===== src/rtl/sitda_pkg.sv =====
// ----------------------------------------------------------------------------
// sitda_pkg
// Shared types and constants for the signed integer to decimal text block.
// ----------------------------------------------------------------------------
`timescale 1ns / 1ps
`default_nettype none

package sitda_pkg;

  localparam int unsigned ValueWidth        = 32;
  localparam int unsigned InDataWidth       = 32;
  localparam int unsigned CharWidth         = 6;
  localparam int unsigned OutDataWidth      = 8;
  localparam int unsigned DigitWidth        = 4;
  localparam int unsigned DigitsMax         = 10;
  localparam int unsigned DigitIdxWidth     = 4;
  localparam int unsigned DefaultQueueDepth = 2;

  // reciprocal of ten, exact for every 32-bit unsigned dividend
  localparam logic [ValueWidth-1:0] Recip10    = 32'hCCCC_CCCD;
  localparam int unsigned           RecipShift = 35;
  localparam int unsigned           QuotWidth  = 2 * ValueWidth - RecipShift;

  localparam logic [CharWidth-1:0] CharZero  = 6'd48;
  localparam logic [CharWidth-1:0] CharMinus = 6'd45;

  typedef struct packed {
    logic                  neg;
    logic [ValueWidth-1:0] mag;
  } item_t;

  typedef struct packed {
    logic full;
    logic empty;
  } q_status_t;

  typedef enum logic [1:0] {
    StIdle,
    StExtract,
    StEmit
  } back_state_e;

endpackage

`default_nettype wire


===== src/rtl/sitda_fifo.sv =====
// ----------------------------------------------------------------------------
// sitda_fifo
// Short request queue between the front and the back of the converter.
// ----------------------------------------------------------------------------
`timescale 1ns / 1ps
`default_nettype none

module sitda_fifo #(
  parameter int unsigned Depth = sitda_pkg::DefaultQueueDepth
) (
  input  wire               clk_i,
  input  wire               rst_ni,
  input  wire               push_i,
  input  sitda_pkg::item_t  push_item_i,
  input  wire               pop_i,
  output sitda_pkg::item_t  pop_item_o,
  output sitda_pkg::q_status_t status_o
);
  import sitda_pkg::*;

  localparam int unsigned PtrWidth = (Depth > 1) ? $clog2(Depth) : 1;
  localparam int unsigned CntWidth = $clog2(Depth + 1);

  item_t               mem_q [Depth];
  logic [PtrWidth-1:0] wr_ptr_q, wr_ptr_d;
  logic [PtrWidth-1:0] rd_ptr_q, rd_ptr_d;
  logic [CntWidth-1:0] cnt_q, cnt_d;
  logic                do_push, do_pop;

  assign status_o.full  = (cnt_q == CntWidth'(Depth));
  assign status_o.empty = (cnt_q == '0);
  assign do_push        = push_i && !status_o.full;
  assign do_pop         = pop_i && !status_o.empty;
  assign pop_item_o     = mem_q[rd_ptr_q];

  always_comb begin
    wr_ptr_d = wr_ptr_q;
    rd_ptr_d = rd_ptr_q;
    cnt_d    = cnt_q;
    if (do_push) begin
      wr_ptr_d = (wr_ptr_q == PtrWidth'(Depth - 1)) ? '0 : wr_ptr_q + 1'b1;
    end
    if (do_pop) begin
      rd_ptr_d = (rd_ptr_q == PtrWidth'(Depth - 1)) ? '0 : rd_ptr_q + 1'b1;
    end
    if (do_push && !do_pop) begin
      cnt_d = cnt_q + 1'b1;
    end else if (do_pop && !do_push) begin
      cnt_d = cnt_q - 1'b1;
    end
  end

  always_ff @(posedge clk_i or negedge rst_ni) begin
    if (!rst_ni) begin
      wr_ptr_q <= '0;
      rd_ptr_q <= '0;
      cnt_q    <= '0;
    end else begin
      wr_ptr_q <= wr_ptr_d;
      rd_ptr_q <= rd_ptr_d;
      cnt_q    <= cnt_d;
    end
  end

  always_ff @(posedge clk_i) begin
    if (do_push) begin
      mem_q[wr_ptr_q] <= push_item_i;
    end
  end

endmodule

`default_nettype wire


===== config.mk =====
export PLATFORM = sky130hd
export DESIGN_NAME = sitda_fifo
export DESIGN_NICKNAME = d
export VERILOG_FILES = /design/src/rtl/sitda_pkg.sv /design/src/rtl/sitda_fifo.sv
export SDC_FILE = /design/constraint.sdc
export NUM_CORES = 1
export LEC_CHECK = 0
export BUFFER_PORTS_ARGS = -buffer_cell sky130_fd_sc_hd__buf_2
export CORE_UTILIZATION = 45
export CTS_CLUSTER_DIAMETER = 80
export DETAILED_ROUTE_END_ITERATION = 8
export MAX_ROUTING_LAYER = met4
export PLACE_DENSITY = 0.75
export SLEW_MARGIN = 10
export SYNTH_ARGS = -nofsm -noshare
export SYNTH_HDL_FRONTEND = slang
export SYNTH_SLANG_ARGS = --single-unit

===== constraint.sdc =====
create_clock -name clk_i -period 3.6 [get_ports clk_i]
set_input_delay 0.9 -clock clk_i [delete_from_list [all_inputs] [get_ports clk_i]]
set_output_delay 0.9 -clock clk_i [all_outputs]
set_load 0.01 [all_outputs]

# Word-level counts from Yosys, hierarchy flattened
# Memories as Yosys holds them, arrays and structs flattened.
# Index checks and enable logic that the tools add are counted.
[classes] eq_ne=1 add_sub_neg=4 n_mux=6 n_reduce_logical=10
[op_table] cell="$logic_and 1x1->1" count=4
[op_table] cell="$logic_not 1->1" count=4
[op_table] cell="$mux 1" count=4
[op_table] cell="$mux 2" count=2
[op_table] cell="$add 1x1->1 const B" count=2
[op_table] cell="$add 2x1->2 const B" count=1
[op_table] cell="$eq 2x2->1 const B" count=1
[op_table] cell="$logic_not 2->1" count=1
[op_table] cell="$reduce_bool 2->1" count=1
[op_table] cell="$sub 2x1->2 const B" count=1
[word_totals] mem_bits_rw=66 word_cells=25 reg_bits=4 mem_count=1 out_inout_bits=35
[mem_list] memory="mem_q" depth=2 word_bits=33 rd=1 rd_clocked_by_memory_dff=0 write_ports=1 line_no="sitda_fifo.sv:24" text="item_t mem_q [Depth];"

# Logic depth before layout (Yosys ltp)
[logic_depth] ltp_word=7 mapped_depth=7 ltp_nobuf=7

# Least setup slack after synthesis
# Ideal clock, no wire load.
[synth_timing] path_kind="input port to flip-flop" start="input port push_i" end="memory mem_q[0][0] (netlist bit), enable pin" path_stages=2 path_slack_ns=0.792 arrival_time_ns=2.385 n_path_buf=0 setup_ns=0.423 cell_sequence="nand2_1 nor2_1"
[synth_via] elab_chain_cells=3
[synth_rtl] element="from (decl)" line_no="sitda_fifo.sv:13" text="input wire push_i,"
[synth_rtl] element="$logic_and 1x1->1" line_no="sitda_fifo.sv:32" text="assign do_push = push_i && !status_o.full;"
[synth_rtl] element="$mux 1" line_no="sitda_fifo.sv:66" text="if (do_push) begin"
[synth_rtl] element="$mux 1 (implied by the code)" line_no="sitda_fifo.sv:67" text="mem_q[wr_ptr_q] <= push_item_i;"
[synth_rtl] element="to (decl)" line_no="sitda_fifo.sv:24"
# Every way passes these cells.

==> flow_metrics.env <==
export IMPL_endpoint="pop_item_o[6]"
export IMPL_synthXorXnorAreaFrac=0.0160
export IMPL_irDropWorstVdd_mv=0.576
export IMPL_critical_path_peak_fanout=16
export IMPL_io_buffers=71
export IMPL_root_buffer="clkbuf_8"
export IMPL_cp_depth=3
export IMPL_worstReg2RegEnd="mem_q[0][18]"
export IMPL_wl_per_cell_um=14.3
export IMPL_timing_final_ws_setup_ps=938
export IMPL_r2r_start="cnt_q[0]"
export IMPL_hold_violations=0
export IMPL_drtPass1Iterations=4
export IMPL_synth_top_area_frac=0.726
export IMPL_path_clk_slew_ps=60
export IMPL_synth_top_family_by_area="multiplexers"
export IMPL_syn_avg_cell_area_um2=22.4
export IMPL_critPathBufInv=2
export IMPL_critPathSlowestCell="dfrtp_2"
export IMPL_synth_largest_area_cell="edfxtp_1"
export IMPL_cp_startpoint="rd_ptr_q"
export IMPL_cts_hold_buf=0
export IMPL_ys_seq_elements=70
export IMPL_finalMaxSlewViolations=0
export IMPL_grt_pass1_wl_um=6090
export IMPL_clock_latency_ps=340
export IMPL_synth_compound_gate_area_share=0.00183
export IMPL_layout_commonest_cell="buf_2"
export IMPL_drtIter0Drc=47
export IMPL_synthSimpleGateAreaFrac=0.0101
export IMPL_drive_above_1_share=0.582
export IMPL_clkPwrFrac=0.203
export IMPL_pwr_share_seq=0.472
export IMPL_pwr_share_comb=0.325
export IMPL_die_x_um=79.9
export IMPL_fin_crit_ps=2660
export IMPL_critical_path_class="flip-flop to primary output"
export IMPL_synthTopCellsByArea="edfxtp_1, mux2_4, dfrtp_1, buf_12, mux2_2"
export IMPL_maxCapViolations=0
export IMPL_path_cells="buf_4 -> mux2_4 -> buf_2"
export IMPL_totalWireLength_um=4030
export IMPL_cp_start_kind="flip-flop"
export IMPL_core_area_mm2=0.00589
export IMPL_drtAntennaViolNets=0
export IMPL_arrival_ps=1760
export IMPL_power_leakage_uw=0.00135
export IMPL_fp_dieH_um=79.9
export IMPL_fin_nets=241
export IMPL_rows=28
export IMPL_hold_class="input port to asynchronous set/reset pin"
export IMPL_internal_power_uw=1840
export IMPL_synth_cell_type_count=15
export IMPL_syn_to_final_growth_pct=20.9
export IMPL_gp_congestion=0.633
export IMPL_antenna_found_initial=0
export IMPL_start_util=0.464
export IMPL_synth_nets=160
export IMPL_grt_ovfl_total=0
export IMPL_finalSetupViolCount=0
export IMPL_p_switching_uw=749
export IMPL_ys_seq_area_frac=0.763
export IMPL_status="completed"
export IMPL_fillCellCount=480
export IMPL_setup_tns_ps=0
export IMPL_clock_fmax_mhz=376
export IMPL_finalCritPeriodShare=0.739
export IMPL_crit_family="flip-flops"
export IMPL_grt_pass1_vias=1304
export IMPL_cts_max_path_buffers=2
export IMPL_io_pins=72
export IMPL_cp_required_ps=2700
export IMPL_rsz0062_at_grt="false"
export IMPL_hpwl_um=2640
export IMPL_cts_tree="done"
export IMPL_mostFrequentLayoutCells="buf_2, edfxtp_1, mux2_4"
export IMPL_route_detailed_drc=0
export IMPL_cts_buffers=9
export IMPL_r2r_setup_slack_ps=1710
export IMPL_cts_setup_buffers=0
export IMPL_reg2regPathDepth=3
export IMPL_synth_mux_area_frac=0.176
export IMPL_skew_ps=9.16
export IMPL_grt_max_degree=34
export IMPL_cts_resized=0
export IMPL_clock_sinks=70
export IMPL_diodes=0
export IMPL_detailedPlace_worstSlack_ps=1250
export IMPL_die_area_mm2=0.00638
export IMPL_track_usage=0.141
export IMPL_via_per_inst=4.60
export IMPL_vias=1303
export IMPL_sw_frac_of_total=0.289
export IMPL_htreeDepth=3
export IMPL_ys_warn_count=0
export IMPL_relSlewSlack=0.359
export IMPL_powerDensity_mw_per_mm2=784
export IMPL_cp_end_kind="primary output"
export IMPL_synthAdderAreaFrac=0.00458
export IMPL_critPathMaxStageDelay_ps=650
export IMPL_synth_area_mm2=0.00273
export IMPL_postSynthCellCount=122
export IMPL_tightest_slew_ps=960
==> worst register-to-register path: cells and delay by family, from the launching register on <==
| kind | cells | cell delay (ps) |
|---|---|---|
| and+or+nand+nor | 3 | 1070 |
| DFF | 1 | 430 |
==> per-stage QoR <==
stage	util	total power (uW)	hold slack [ps]	cells	area [um2]
2_1_floorplan	-	1890	461	122	2730
3_3_place_gp	0.533	2090	505	267	3140
3_5_place_dp	0.533	2110	517	267	3140
4_1_cts	0.561	2630	350	283	3300
5_1_grt	0.561	2730	354	283	3300
6_report	0.561	2590	367	283	3300
==> layout make-up <==
class | instances | area, um2 | share of cell area
flip-flops and latches | 70 | 2080 | 0.631
well taps | 75 | 93.8 | 0.0284
inverters | 2 | 7.51 | 0.00227
multi-input cells | 46 | 577 | 0.175
clock buffers | 14 | 153 | 0.0462
repair buffers | 74 | 378 | 0.114
clock inverters | 2 | 10.0 | 0.00303
==> Yosys cell counts (all sizes together) <==
cell / n
ha: 1
dfrtp: 4
nand2: 1
nand2b: 1
xor2: 2
buf: 4
and3: 1
nor2: 3
xnor2: 3
inv: 2
o21ai: 1
edfxtp: 66
mux2: 33
==> power by group through the flow <==
stage	clock [uW]	sequential [uW]	combinational, uW
finish	525	1220	842
global route	565	1250	916
detailed placement	0	1250	861
CTS	542	1230	861
floorplan	0	1180	702
global placement	0	1240	847
==> flip-flops by register name, summed over array words and instances (netlist names) <==
register and count:
rd_ptr_q 1, mem_q 66, cnt_q 2, wr_ptr_q 1
==> cells by family after synthesis <==
family,Yosys count
XOR/XNOR,5
flip-flops,70
AO/OA/AOI/OAI,1
buffers and inverters,6
adder cells (fa/ha/maj),1
AND/OR/NAND/NOR,6
multiplexers,33
==> metal layers <==
layer | routed length, um | track usage | up-vias | share of wire
met1 | 1610 | 0.149 | 621 | 0.40
met4 | 138 | 0.116 | 0 | 0.034
met5 | 0 | - | - | 0
met3 | 190 | 0.0309 | 11 | 0.047
met2 | 2100 | 0.228 | 40 | 0.52
li1 | - | - | 631 | -
==> worst min-delay path by stage <==
stage / endpoint / slack (ps) / cells past startpoint
detailed placement: cnt_q[1] / 520 / 1
CTS: wr_ptr_q / 350 / 1
global route: wr_ptr_q / 350 / 1
global placement: cnt_q[1] / 510 / 1
finish: wr_ptr_q / 370 / 1
floorplan: wr_ptr_q / 460 / 1
(Power assumes the default switching activity.)
