<file path="config.mk">
export PLATFORM = sky130hd
export DESIGN_NAME = sitda_front
export DESIGN_NICKNAME = d
export VERILOG_FILES = /design/src/rtl/sitda_pkg.sv /design/src/rtl/sitda_front.sv
export SDC_FILE = /design/constraint.sdc
export NUM_CORES = 1
export LEC_CHECK = 0
export ABC_AREA = 0
export BUFFER_PORTS_ARGS = -buffer_cell sky130_fd_sc_hd__buf_4
export CAP_MARGIN = 40
export CORE_UTILIZATION = 38
export DETAILED_ROUTE_END_ITERATION = 6
export PLACE_DENSITY = 0.85
export SYNTH_ARGS = -nofsm -noshare
export SYNTH_HDL_FRONTEND = slang
export SYNTH_SLANG_ARGS = --single-unit
</file>
<file path="constraint.sdc">
create_clock -name vclk -period 2.7
set_input_delay 0.54 -clock vclk [all_inputs]
set_output_delay 0.54 -clock vclk [all_outputs]
set_load 0.01 [all_outputs]
</file>
<file path="src/rtl/sitda_pkg.sv">
// ----------------------------------------------------------------------------
// sitda_pkg
// Shared types and constants for the signed integer to decimal text block.
// ----------------------------------------------------------------------------
`timescale 1ns / 1ps
`default_nettype none

package sitda_pkg;

  localparam int unsigned ValueWidth        = 32;
  localparam int unsigned InDataWidth       = 32;
  localparam int unsigned CharWidth         = 6;
  localparam int unsigned OutDataWidth      = 8;
  localparam int unsigned DigitWidth        = 4;
  localparam int unsigned DigitsMax         = 10;
  localparam int unsigned DigitIdxWidth     = 4;
  localparam int unsigned DefaultQueueDepth = 2;

  // reciprocal of ten, exact for every 32-bit unsigned dividend
  localparam logic [ValueWidth-1:0] Recip10    = 32'hCCCC_CCCD;
  localparam int unsigned           RecipShift = 35;
  localparam int unsigned           QuotWidth  = 2 * ValueWidth - RecipShift;

  localparam logic [CharWidth-1:0] CharZero  = 6'd48;
  localparam logic [CharWidth-1:0] CharMinus = 6'd45;

  typedef struct packed {
    logic                  neg;
    logic [ValueWidth-1:0] mag;
  } item_t;

  typedef struct packed {
    logic full;
    logic empty;
  } q_status_t;

  typedef enum logic [1:0] {
    StIdle,
    StExtract,
    StEmit
  } back_state_e;

endpackage

`default_nettype wire

</file>
<file path="src/rtl/sitda_front.sv">
// ----------------------------------------------------------------------------
// sitda_front
// Accepts requests and splits each value into sign and magnitude.
// ----------------------------------------------------------------------------
`timescale 1ns / 1ps
`default_nettype none

module sitda_front (
  input  wire                                    s_axis_tvalid,
  output logic                                   s_axis_tready,
  input  wire  [sitda_pkg::InDataWidth-1:0]      s_axis_tdata,
  input  sitda_pkg::q_status_t                   status_i,
  output logic                                   push_o,
  output sitda_pkg::item_t                       push_item_o
);
  import sitda_pkg::*;

  logic [ValueWidth-1:0] raw;
  logic                  neg;

  assign raw = s_axis_tdata[ValueWidth-1:0];
  assign neg = raw[ValueWidth-1];

  // two's complement negate, most negative value maps to 2^31 unsigned
  assign push_item_o.neg = neg;
  assign push_item_o.mag = neg ? (~raw + 1'b1) : raw;

  assign s_axis_tready = !status_i.full;
  assign push_o        = s_axis_tvalid && !status_i.full;

endmodule

`default_nettype wire

</file>
### After elaboration in Yosys (flattened, before gate mapping)

Cells that the tools add are included.

| word-level totals | value |
|---|---|
| register bits after elaboration | 0 |
| input port bits | 35 |
| output and inout bits | 35 |
| logic and storage cells | 5 |

| cells by class | value |
|---|---|
| add/sub/neg operators | 1 |
| muxes and demuxes | 1 |
| bitwise operators | 1 |
| reductions and logical operators | 2 |

Operator list:

| kind | count |
|---|---|
| 32-bit by 1-bit adder with 32-bit output (second input constant) | 1 |
| 32-bit 2-to-1 mux | 1 |
| 32-bit NOT | 1 |
| 1-bit logical AND | 1 |
| 1-bit zero test | 1 |

### Longest topological paths before layout

Gate-level depths: netlist of the first run.

| logic depth | value |
|---|---|
| depth after elaboration | 3 |
| depth in mapped cells | 5 |
| mapped depth without buffers | 5 |

### Worst setup path before layout of the first run

Ideal clock, no wire load.

| path | value |
|---|---|
| kind | input to output |
| start point | in s_axis_tdata[24] in the netlist's numbering |
| end point | out push_item_o[31] in the netlist's numbering |
| data arrival time | 2.067 ns |
| data required time | 2.160 ns |
| slack | 0.093 ns |
| cell stages on the path | 4 |
| path buffers | 0 |
| path through | or4_1 > or2_1 > or4_4 > nor3b_2 |

RTL lines:

| item | line | source |
|---|---|---|
| from (decl) | sitda_front.sv:11 | `input wire [sitda_pkg::InDataWidth-1:0] s_axis_tdata,` |
| to (decl) | sitda_front.sv:14 | `output sitda_pkg::item_t push_item_o` |

==> results.md, run 1 <==
Yosys:
- Of all cell types, the one taking the most synthesized area is sky130_fd_sc_hd__xnor2_1.
- The portion of synthesized cell area occupied by the leading cell type is between 30% and 40%.
- By area the synthesized netlist is led by sky130_fd_sc_hd__xnor2_1, sky130_fd_sc_hd__o31ai_1, sky130_fd_sc_hd__o41ai_1, sky130_fd_sc_hd__o21ai_0, sky130_fd_sc_hd__nand4_1.
- The count of warnings emitted by yosys is 0.
- The mean instance size in the synthesized netlist is between 6 and 7 sq um.
- Summing every instance area after synthesis gives approximately 700 sq um.
- The post-synthesis net count is 136.
- Summing the sequential cell areas from Yosys gives 0% of the chip area.
- Yosys mapped the design onto 25 distinct sky130hd cell types.
- Synthesis produced a netlist whose cell count is 100.

Final layout:
- The count of clock buffers in the final design is 0.
- The final layout net count is ~210.
- The share of layout cells above drive strength 1 is between 50% and 60%.
- The flip-flop and latch count is 0.
- The commonest non-fill, non-tap cell in the layout is sky130_fd_sc_hd__buf_4.
- The post-route cell area is about 1300 sq um.
- The synthesis-to-layout area growth is 93.0%.
- Across the whole layout, storage elements account for 0 sq um.
- 0 antenna diodes ended up in the layout.
- The final standard cell count with taps included and fillers excluded is ~200.
- Fill cells in the final layout number 142.
- Once layout is complete, the utilization of the core stands at a little under 80%.
- In the layout the commonest cells are sky130_fd_sc_hd__buf_4, sky130_fd_sc_hd__xnor2_1, sky130_fd_sc_hd__o31ai_1.

Critical path:
- STA classifies the critical path startpoint as a primary input.
- The critical path is of the primary input to output pin type.
- The endpoint arrival time on the critical path is around 2300 ps.
- The critical path data required time is ~2200 ps.
- Of all nets on the critical path, the largest fanout is 2.
- The worst setup path is captured at an output pin.

Flow run:
- Max-cap violations in this run came to 0.

Clock tree:
- Once the clock tree was built, the setup fixing pass inserted 0 buffers.

Timing:
- The slew of the pin with the lowest slew margin is about 400 ps.
- The count of final hold-check violations is 0.
- The final period utilization is 103%.
- The maximum clock frequency is 359 MHz.
- Setup violations remaining at the end of the flow were counted as 1.
- The max-slew violation total from the final report was 0.
- The final worst-path setup slack is -88.8 ps.
- Measured against its own limit, the worst slew margin works out to 73.3%.
- Subtracting the final worst setup slack from the clock period gives roughly 2800 ps.
- Setup repair after global routing could not meet its margin everywhere.

Global route:
- The number of antenna violations at the first check in global routing is 0.
- The overall overflow remaining after global route is 0.
- The first global-routing pass estimated ~3700 um of wire.
- The number of global-route vias before repair is 901.
- The total global-route track usage is roughly 23%.
- The pin count of the biggest net entering global routing is 34.

Outcome:
- The run finished, with violations left.
- The checks that failed: negative setup slack.

Die:
- In this run the standard cell core region covers between 1500 and 2000 sq um.
- For this configuration, the core starts out at a cell density of between 40% and 50%.
- From bottom edge to top edge, the die measures around 45 um.
- The die is around 45 um wide.
- 70 I/O pins were placed.
- The floorplan step defined a die boundary enclosing around 2000 sq um.
- The number of rows created at floorplan is 15.

Placement:
- The pre-CTS worst setup slack is -123 ps.
- The post-detailed-placement half-perimeter wirelength is about 2000 um.
- Summing all placed instances gives a cell area of 1310 sq um.
- Including well taps, the total number of placed cells is between 200 and 250.
- The global placement routability congestion is 0.786.
- The number of buffers inserted by port buffering is 69.

Hold path:
- The worst hold path class is primary input to output pin.
- In this run the most critical hold path is launched from s_axis_tdata[0].
- For hold timing, the worst endpoint is push_item_o[0].
- The worst hold path passes through 2 cells.

Drt:
- The detail route stage leaves a number of antenna-violating nets equal to 0.
- The first-pass iteration count of the detailed router is 4.
- The detail-routed net length per standard cell is 12.3 um.
- The count of routing violations after the opening detailed-route iteration is 19.
- Across all layers, the routed design uses around 1,100 vias.
- Summed over all layers, the routed wires come to 2470 um.
- The average vias per placed instance is approximately 5.3.
- After detailed routing, the number of remaining DRC violations is 0.

Power and ir drop:
- The maximum vdd ir drop is between 0.0001 and 0.00015 V.
- The power density over cell area is 187 nW/um^2.
- In this run the static leakage power is roughly 0.57 nW.
- The overall power of the completed layout is between 0.2 and 0.3 mW.
==> worst max path at each step <==
stage / cells past startpoint / endpoint / startpoint
finish: 6 / push_item_o[31] / s_axis_tdata[24]
global route: 6 / push_item_o[31] / s_axis_tdata[24]
CTS: 6 / push_item_o[31] / s_axis_tdata[24]
detailed placement: 6 / push_item_o[31] / s_axis_tdata[24]
global placement: 6 / push_item_o[31] / s_axis_tdata[24]
floorplan: 4 / push_item_o[31] / s_axis_tdata[24]
==> logic make-up after synthesis <==
kind of cell / after synthesis / share of synthesized area, %
AOI/OAI and AO/OA: 26 / 25.9
xor gates and xnor gates: 29 / 36.5
adders and majority gates: 1 / 1.80
buffers and inverters: 9 / 5.93
and+or+nand+nor: 35 / 29.9
==> worst max-delay path: stages <==
cell and delay [ps]:
sky130_fd_sc_hd__buf_6 90, sky130_fd_sc_hd__or4_4 520, sky130_fd_sc_hd__or2_1 240, sky130_fd_sc_hd__or4_4 510
sky130_fd_sc_hd__nor3b_2 190, sky130_fd_sc_hd__buf_4 150
==> layout make-up <==
type / instances / area [sq um] / share of cell area (%)
Multi-Input combinational cell: 91 / 681 / 50.7
Timing Repair Buffer: 81 / 616 / 45.9
Tap cell: 25 / 31.3 / 2.33
Inverter: 4 / 15.0 / 1.12
==> repair_timing <==
item                                    in CTS  in global routing
hold buffers                                 0                  0
pin swaps                                    1                  0
gates resized for setup                      4                  2
endpoints found under the setup margin       2                  3
==> Yosys cell counts, types with 3 or more instances <==
master                      n
sky130_fd_sc_hd__clkbuf_1   3
sky130_fd_sc_hd__inv_1      4
sky130_fd_sc_hd__nand2_1    8
sky130_fd_sc_hd__nand4_1    5
sky130_fd_sc_hd__nor2_1     3
sky130_fd_sc_hd__nor3_1     4
sky130_fd_sc_hd__o21ai_0    9
sky130_fd_sc_hd__o31ai_1   11
sky130_fd_sc_hd__o41ai_1    6
sky130_fd_sc_hd__xnor2_1   29
==> where the power goes <==
| group | leakage (nW) | total (mW) | internal [mW] | switching (mW) |
|---|---|---|---|---|
| Sequential | 0 | 0 | 0 | 0 |
| Clock | 0 | 0 | 0 | 0 |
| Combinational | 0.566 | 0.251 | 0.141 | 0.110 |
| Total | 0.566 | 0.251 | 0.141 | 0.110 |
==> metrics by stage <==
step / TNS [ps] / hold WS (ps)
finish: -88.8 / 1290
global route: -117 / 1300
CTS: -66.1 / 1290
detailed placement: -126 / 1290
global placement: -74.1 / 1290
floorplan: 0 / 1110
==> layer usage <==
layer	vias to the layer above	wire length, um	GRT usage [%]
met1	494	903	26.7
met4	0	19	0
li1	525	-	-
met2	42	1430	49.7
met5	-	0	0
met3	2	123	0
(Power assumes the default switching activity.)
==> run 2, diff against run 1 <==
Settings changed: CELL_PAD_IN_SITES_DETAIL_PLACEMENT set to 1, CELL_PAD_IN_SITES_GLOBAL_PLACEMENT set to 1, CORE_UTILIZATION 38 to 23, PLACE_DENSITY 0.85 to not set, PLACE_DENSITY_LB_ADDON set to 0.1.
==> results.md, run 2 (synthesized netlist as in run 1, its figures left out) <==
Placement:
- The global placement routability congestion was 0.772 (-1.8%).
- The number of buffers inserted by port buffering was 69 (unchanged).
- The post-detailed-placement half-perimeter wirelength came to 2220 um (+8.6%).
- The number of instances in the placed design is 209 (+4.0%).

Timing:
- The worst-case headroom to the max-slew limit is 77.1% (+3.8 points).
- The final worst-path setup slack is -73.4 ps (+15.4 ps).
- Setup repair after global routing could not meet its margin everywhere.
- The maximum clock frequency is 361 MHz (+0.55%).
- The time the final worst path needs with I/O delays and setup is 2770 ps (-15.4 ps).
- The slew of the pin with the lowest slew margin is 340 ps (-56.4 ps).
- The max-slew violation total from the final report is 0 (unchanged).
- The count of final hold-check violations is 0 (unchanged).
- The final period utilization is 103% (-0.57 points).
- The total of endpoints with negative setup slack in the final report is 1 (unchanged).
- The final hold slack came to 1290 ps (-4.91 ps).

Power and ir drop:
- The static leakage is 0.619 nW (+9.4%).
- The switching power as a share of total power was 43.9% (+0.087 points).
- The power density over cell area is 180 nW/um^2 (-3.6%).
- The net switching power is 0.114 mW (+3.7%).
- The sequential fraction of design power came to 0% (unchanged).
- The combinational cell fraction of total power is 100.0% (about the same).
- The share of power burned in the clock network is 0% (unchanged).
- The maximum vdd ir drop came to 0.000104 V (-10%).
- The cell internal power dissipation is 0.145 mW (+3.4%).

Drt:
- The detail-routed net length per standard cell came to 13.3 um (+8.6%).
- The average vias per placed instance came to 4.98 (-5.9%).
- The remaining antenna violation count after routing came to 0 (unchanged).
- The DRC violation count after routing was 8 (+8).
- The count of routing violations after the opening detailed-route iteration came to 24 (+5).
- The highest metal layer with signal wires is met3.
- The total length of routed wires was 2840 um (+15%).
- The met2 routed wirelength was 1470 um (+3.2%).
- The via count is 1,060 (-0.28%).
- The met3 routed wirelength came to 175 um (+42%).
- The routed metal-1 wirelength was 1200 um (+33%).
- The first-pass iteration count of the detailed router is 6 (+2).

Final layout:
- The commonest non-fill, non-tap cell in the layout is sky130_fd_sc_hd__buf_4.
- The sequential cell area is 0 sq um (unchanged).
- The flip-flop and latch count came to 0 (unchanged).
- The area growth from synthesis to layout is 107%.
- The filler cell count is 344 (+140%).
- The fraction of the core area covered by cells at the end of the flow came to 51.4% (-26 points).
- The antenna diode instance count was 0 (unchanged).
- The top cell types in the final layout, fill and taps aside, are sky130_fd_sc_hd__buf_4, sky130_fd_sc_hd__xnor2_1, sky130_fd_sc_hd__o31ai_1, sky130_fd_sc_hd__o21ai_0, sky130_fd_sc_hd__nand2_1.
- The multi-input gate area in the final layout came to 719 sq um (+5.7%).
- The final standard cell count with taps included and fillers excluded was 213 (+6.0%).
- The share of layout cells above drive strength 1 is 56.6% (+4.9 points).
- The count of clock buffers in the final design is 0 (unchanged).
- The final layout net count was 220 (+2.8%).

Die:
- The effective utilization at floorplan came to 24.8% (-15 points).
- The core region area came to 2810 sq um (+62%).
- The number of rows created at floorplan is 19 (+4).
- The width of the die is 57.0 um (+27%).
- The overall die area is 3250 sq um (+62%).
- The number of top-level pins is 70 (unchanged).
- The die outline height is 57.0 um (+27%).

Hold path:
- The capture endpoint of the worst hold path is push_item_o[0].
- The start point of the worst min-delay path is s_axis_tdata[0].
- The worst hold path class is primary input to output pin.
- The worst hold path depth was 2 (unchanged).

Critical path:
- The critical path's largest stage delay was 520 ps (about the same).
- The number of logic stages on the critical path including buffering is 6 (unchanged).
- The buffers plus inverters on the worst setup path came to 2 (unchanged).
- The critical path is of the primary input to output pin type.
- By instance count, the cell type seen most on the critical path is sky130_fd_sc_hd__or4_4.
- The worst setup path is launched from a primary input.
- For this design, the slowest cell found on the critical path is sky130_fd_sc_hd__or4_4.
- The maximum fanout along the worst path is 2 (unchanged).
- The kind of cell adding the most delay to the critical path is simple AND/OR/NAND/NOR gates.
- The endpoint arrival time on the critical path came to 2230 ps (-20 ps).
- The type of destination of the critical path is an output pin.
- The critical path data required time is 2160 ps (about the same).
- Traced cell by cell, the critical path runs through buf_6, or4_4, or2_4, or4_4, nor3b_2, buf_4.

Global route:
- The total global-route track usage is 16.6% (-6.7 points).
- The number of global-route vias before repair is 1,072 (+19%).
- The number of antenna violations at the first check in global routing is 0 (unchanged).
- The overall overflow remaining after global route is 0 (unchanged).
- The pin count of the biggest net entering global routing is 34 (unchanged).
- The first-pass GRT wire length is 4600 um (+25%).

Flow run:
- The total of max-cap violations is 0 (unchanged).

Outcome:
- The checks that failed: design-rule violations, negative setup slack.
- The run finished, with violations left.

Clock tree:
- The number of hold buffers added after CTS is 0 (unchanged).
==> run 2: changes by cell type in the layout (fill, tap and decap cells not counted), sizes merged <==
cell,change
buf,+6
==> run 2: cell type report <==
cell class | instances | area share (%)
multi-input cells | 91 | 49.9
inverters | 4 | 1.04
well taps | 31 | 2.69
repair buffers | 87 | 46.4
==> run 2: stage by stage <==
stage,TNS (ps),power (mW),cell area [sq um],setup WS (ps)
global route,-129,0.281,1440,-109
global placement,-95.4,0.246,1330,-89.7
finish,-73.4,0.259,1440,-73.4
CTS,-128,0.254,1360,-107
floorplan,0,0.102,696,92.7
detailed placement,-192,0.250,1330,-131
==> run 2: timing repair <==
action                     in CTS  in global routing
setup buffers                   1                  3
setup endpoints to repair       3                  7
gates resized for setup         4                 11
pin swaps                       4                  6
==> run 2: power by group through the flow <==
stage,Combinational (mW),Sequential (mW),Clock (mW)
floorplan,0.102,0,0
global placement,0.246,0,0
detailed placement,0.250,0,0
CTS,0.254,0,0
global route,0.281,0,0
finish,0.259,0,0
==> run 2: how the worst max path moves through the flow <==
| stage | from | endpoint | slack (ps) |
|---|---|---|---|
| 6_report | s_axis_tdata[24] | push_item_o[31] | -70 |
| 2_1_floorplan | s_axis_tdata[24] | push_item_o[31] | 90 |
| 5_1_grt | s_axis_tdata[24] | push_item_o[31] | -110 |
| 3_3_place_gp | s_axis_tdata[24] | push_item_o[31] | -90 |
| 3_5_place_dp | s_axis_tdata[24] | push_item_o[31] | -130 |
| 4_1_cts | s_axis_tdata[26] | push_item_o[31] | -110 |
==> run 2: routing by layer <==
layer | vias to the layer above | global-route usage (%)
met5 | - | 0
met4 | 0 | 0
met3 | 0 | 1.13
met2 | 41 | 30.9
met1 | 485 | 22.1
li1 | 534 | -
==> run 3, diff against run 2 <==
Settings changed: REMOVE_ABC_BUFFERS set to 1.
==> results.md, run 3 (synthesized netlist as in run 1, its figures left out) <==
Outcome:
- The flow ran to the end, but the final reports show violations.
- The final reports fail on design-rule violations, negative setup slack.

Final layout:
- The antenna diode instance count is 0 (unchanged).
- The sequential cell area was 0 sq um (unchanged).
- The flip-flop and latch count is 0 (unchanged).
- The final standard cell count with taps included and fillers excluded is 212 (-0.47%).
- The commonest non-fill, non-tap cell in the layout is sky130_fd_sc_hd__buf_4.
- The post-route cell area is 1420 sq um (-1.8%).
- The library cells used most frequently in the layout, excluding fill and tap cells, are sky130_fd_sc_hd__buf_4, sky130_fd_sc_hd__xnor2_1, sky130_fd_sc_hd__o31ai_1, sky130_fd_sc_hd__o21ai_0, sky130_fd_sc_hd__nand2_1.
- The synthesis-to-layout area growth is 103%.
- The filler cell count is 366 (+6.4%).
- The count of clock buffers in the final design is 0 (unchanged).
- The final layout net count is 219 (-0.45%).
- The share of layout cells above drive strength 1 is 54.7% (-1.9 points).

Timing:
- The sum of negative setup slack came to -85.6 ps (-12.2 ps).
- Setup repair after global routing could not meet its margin everywhere.
- The count of final hold-check violations came to 0 (unchanged).
- The slew of the pin with the lowest slew margin is 391 ps (+51.2 ps).
- The final worst-path setup slack was -85.6 ps (-12.2 ps).
- The time the final worst path needs with I/O delays and setup is 2790 ps (+12.2 ps).
- The max-slew violation total from the final report was 0 (unchanged).
- The maximum clock frequency is 359 MHz (-0.44%).
- The worst-case headroom to the max-slew limit came to 73.7% (-3.4 points).
- The total of endpoints with negative setup slack in the final report is 1 (unchanged).
- The final period utilization is 103% (+0.45 points).

Critical path:
- Walking the worst path, the cells encountered are buf_6, or4_4, or2_4, or4_4, nor3b_2, buf_4.
- The cell at the slowest stage of the critical path is sky130_fd_sc_hd__or4_4.
- The maximum fanout along the worst path was 2 (unchanged).
- The critical path's largest stage delay came to 520 ps (about the same).
- In this design, the largest share of critical-path delay is due to simple AND/OR/NAND/NOR gates.
- The buffers plus inverters on the worst setup path is 2 (unchanged).
- The endpoint arrival time on the critical path is 2250 ps (+20 ps).
- The worst setup path is of the primary input to output pin kind.
- The cell occurring most often along the worst timing path is sky130_fd_sc_hd__or4_4.
- STA classifies the critical path startpoint as a primary input.
- The type of destination of the critical path is an output pin.
- The critical path data required time was 2160 ps (about the same).

Drt:
- The DRC violation count after routing is 10 (+2).
- The first-pass iteration count of the detailed router is 6 (unchanged).
- The remaining antenna violation count after routing is 0 (unchanged).
- The average vias per placed instance is 5.14 (+3.3%).
- The total length of routed wires is 2910 um (+2.4%).
- The detail-routed net length per standard cell is 13.7 um (+2.9%).
- The count of routing violations after the opening detailed-route iteration is 28 (+17%).
- The via count was 1,090 (+2.8%).

Placement:
- The number of buffers inserted by port buffering was 69 (unchanged).
- The number of instances in the placed design is 208 (-0.48%).
- The global placement routability congestion is 0.809 (+4.8%).
- The post-detailed-placement half-perimeter wirelength is 2300 um (+3.3%).
- The total cell area at the placement stage came to 1320 sq um (-0.56%).

Die:
- The width of the die was 57.0 um (unchanged).
- The number of rows created at floorplan is 19 (unchanged).
- The number of top-level pins was 70 (unchanged).
- The die outline height is 57.0 um (unchanged).
- The overall die area is 3250 sq um (unchanged).
- The core region area is 2810 sq um (unchanged).
- The effective utilization at floorplan was 24.8% (unchanged).

Global route:
- The first-pass GRT wire length is 4750 um (+3.3%).
- The number of antenna violations at the first check in global routing is 0 (unchanged).
- The total global-route track usage was 17.2% (+0.61 points).
- The pin count of the biggest net entering global routing is 34 (unchanged).
- The overall overflow remaining after global route is 0 (unchanged).
- The number of global-route vias before repair is 1,070 (-0.19%).

Power and ir drop:
- The maximum vdd ir drop is 0.0000634 V (-39%).
- The power density over cell area is 182 nW/um^2 (+1.1%).
- The static leakage came to 0.609 nW (-1.6%).

Hold path:
- The worst hold path class is primary input to output pin.

Flow run:
- The total of max-cap violations is 0 (unchanged).
## run 3: cell count changes in the layout (fill, tap and decap cells not counted)
cell	delta
sky130_fd_sc_hd__o41ai_1	+1
sky130_fd_sc_hd__nand2_1	+1
sky130_fd_sc_hd__nor3_1	+1
sky130_fd_sc_hd__buf_6	-1
sky130_fd_sc_hd__o41ai_2	-1
sky130_fd_sc_hd__nor3_2	-1
sky130_fd_sc_hd__nand2_2	-1
## run 3: what timing repair did
action,in CTS,in global routing
hold buffers,0,0
buffers inserted,1,3
pin swaps,4,4
setup endpoints to repair,2,5
gates resized for setup,3,8
## run 3: metrics by stage
| step | total power, mW | utilization [%] | hold WS [ps] | setup WS, ps |
|---|---|---|---|---|
| 2_1_floorplan | 0.0953 | - | 1080 | 92.7 |
| 3_5_place_dp | 0.249 | 47.2 | 1290 | -142 |
| 4_1_cts | 0.253 | 47.9 | 1290 | -117 |
| 5_1_grt | 0.278 | 50.4 | 1300 | -151 |
| 3_3_place_gp | 0.244 | 47.2 | 1290 | -84.1 |
| 6_report | 0.258 | 50.4 | 1290 | -85.6 |
## run 3: power by group
| group | internal, mW | switching, mW | total [mW] |
|---|---|---|---|
| clock | 0 | 0 | 0 |
| combinational | 0.145 | 0.113 | 0.258 |
| sequential | 0 | 0 | 0 |
## run 3: cell type report
class / instances / area, sq um / area share, %
multi-input cells: 91 / 704 / 49.8
repair buffers: 86 / 657 / 46.4
well taps: 31 / 38.8 / 2.74
inverters: 4 / 15.0 / 1.06
## run 3: final timing paths
kind	startpoint	cells after the start	to	slack, ps
max	s_axis_tdata[24]	6	push_item_o[31]	-90
min	s_axis_tdata[0]	2	push_item_o[0]	1290
## run 3: metal layers
layer  GRT usage (%)  share of wire [%]  vias to the layer above
met1            22.4                 41                      508
met2            32.1                 52                       44
met5               0                  0                        -
met4            2.09                1.2                        0
li1                -                  -                      534
met3           0.680                6.4                        4
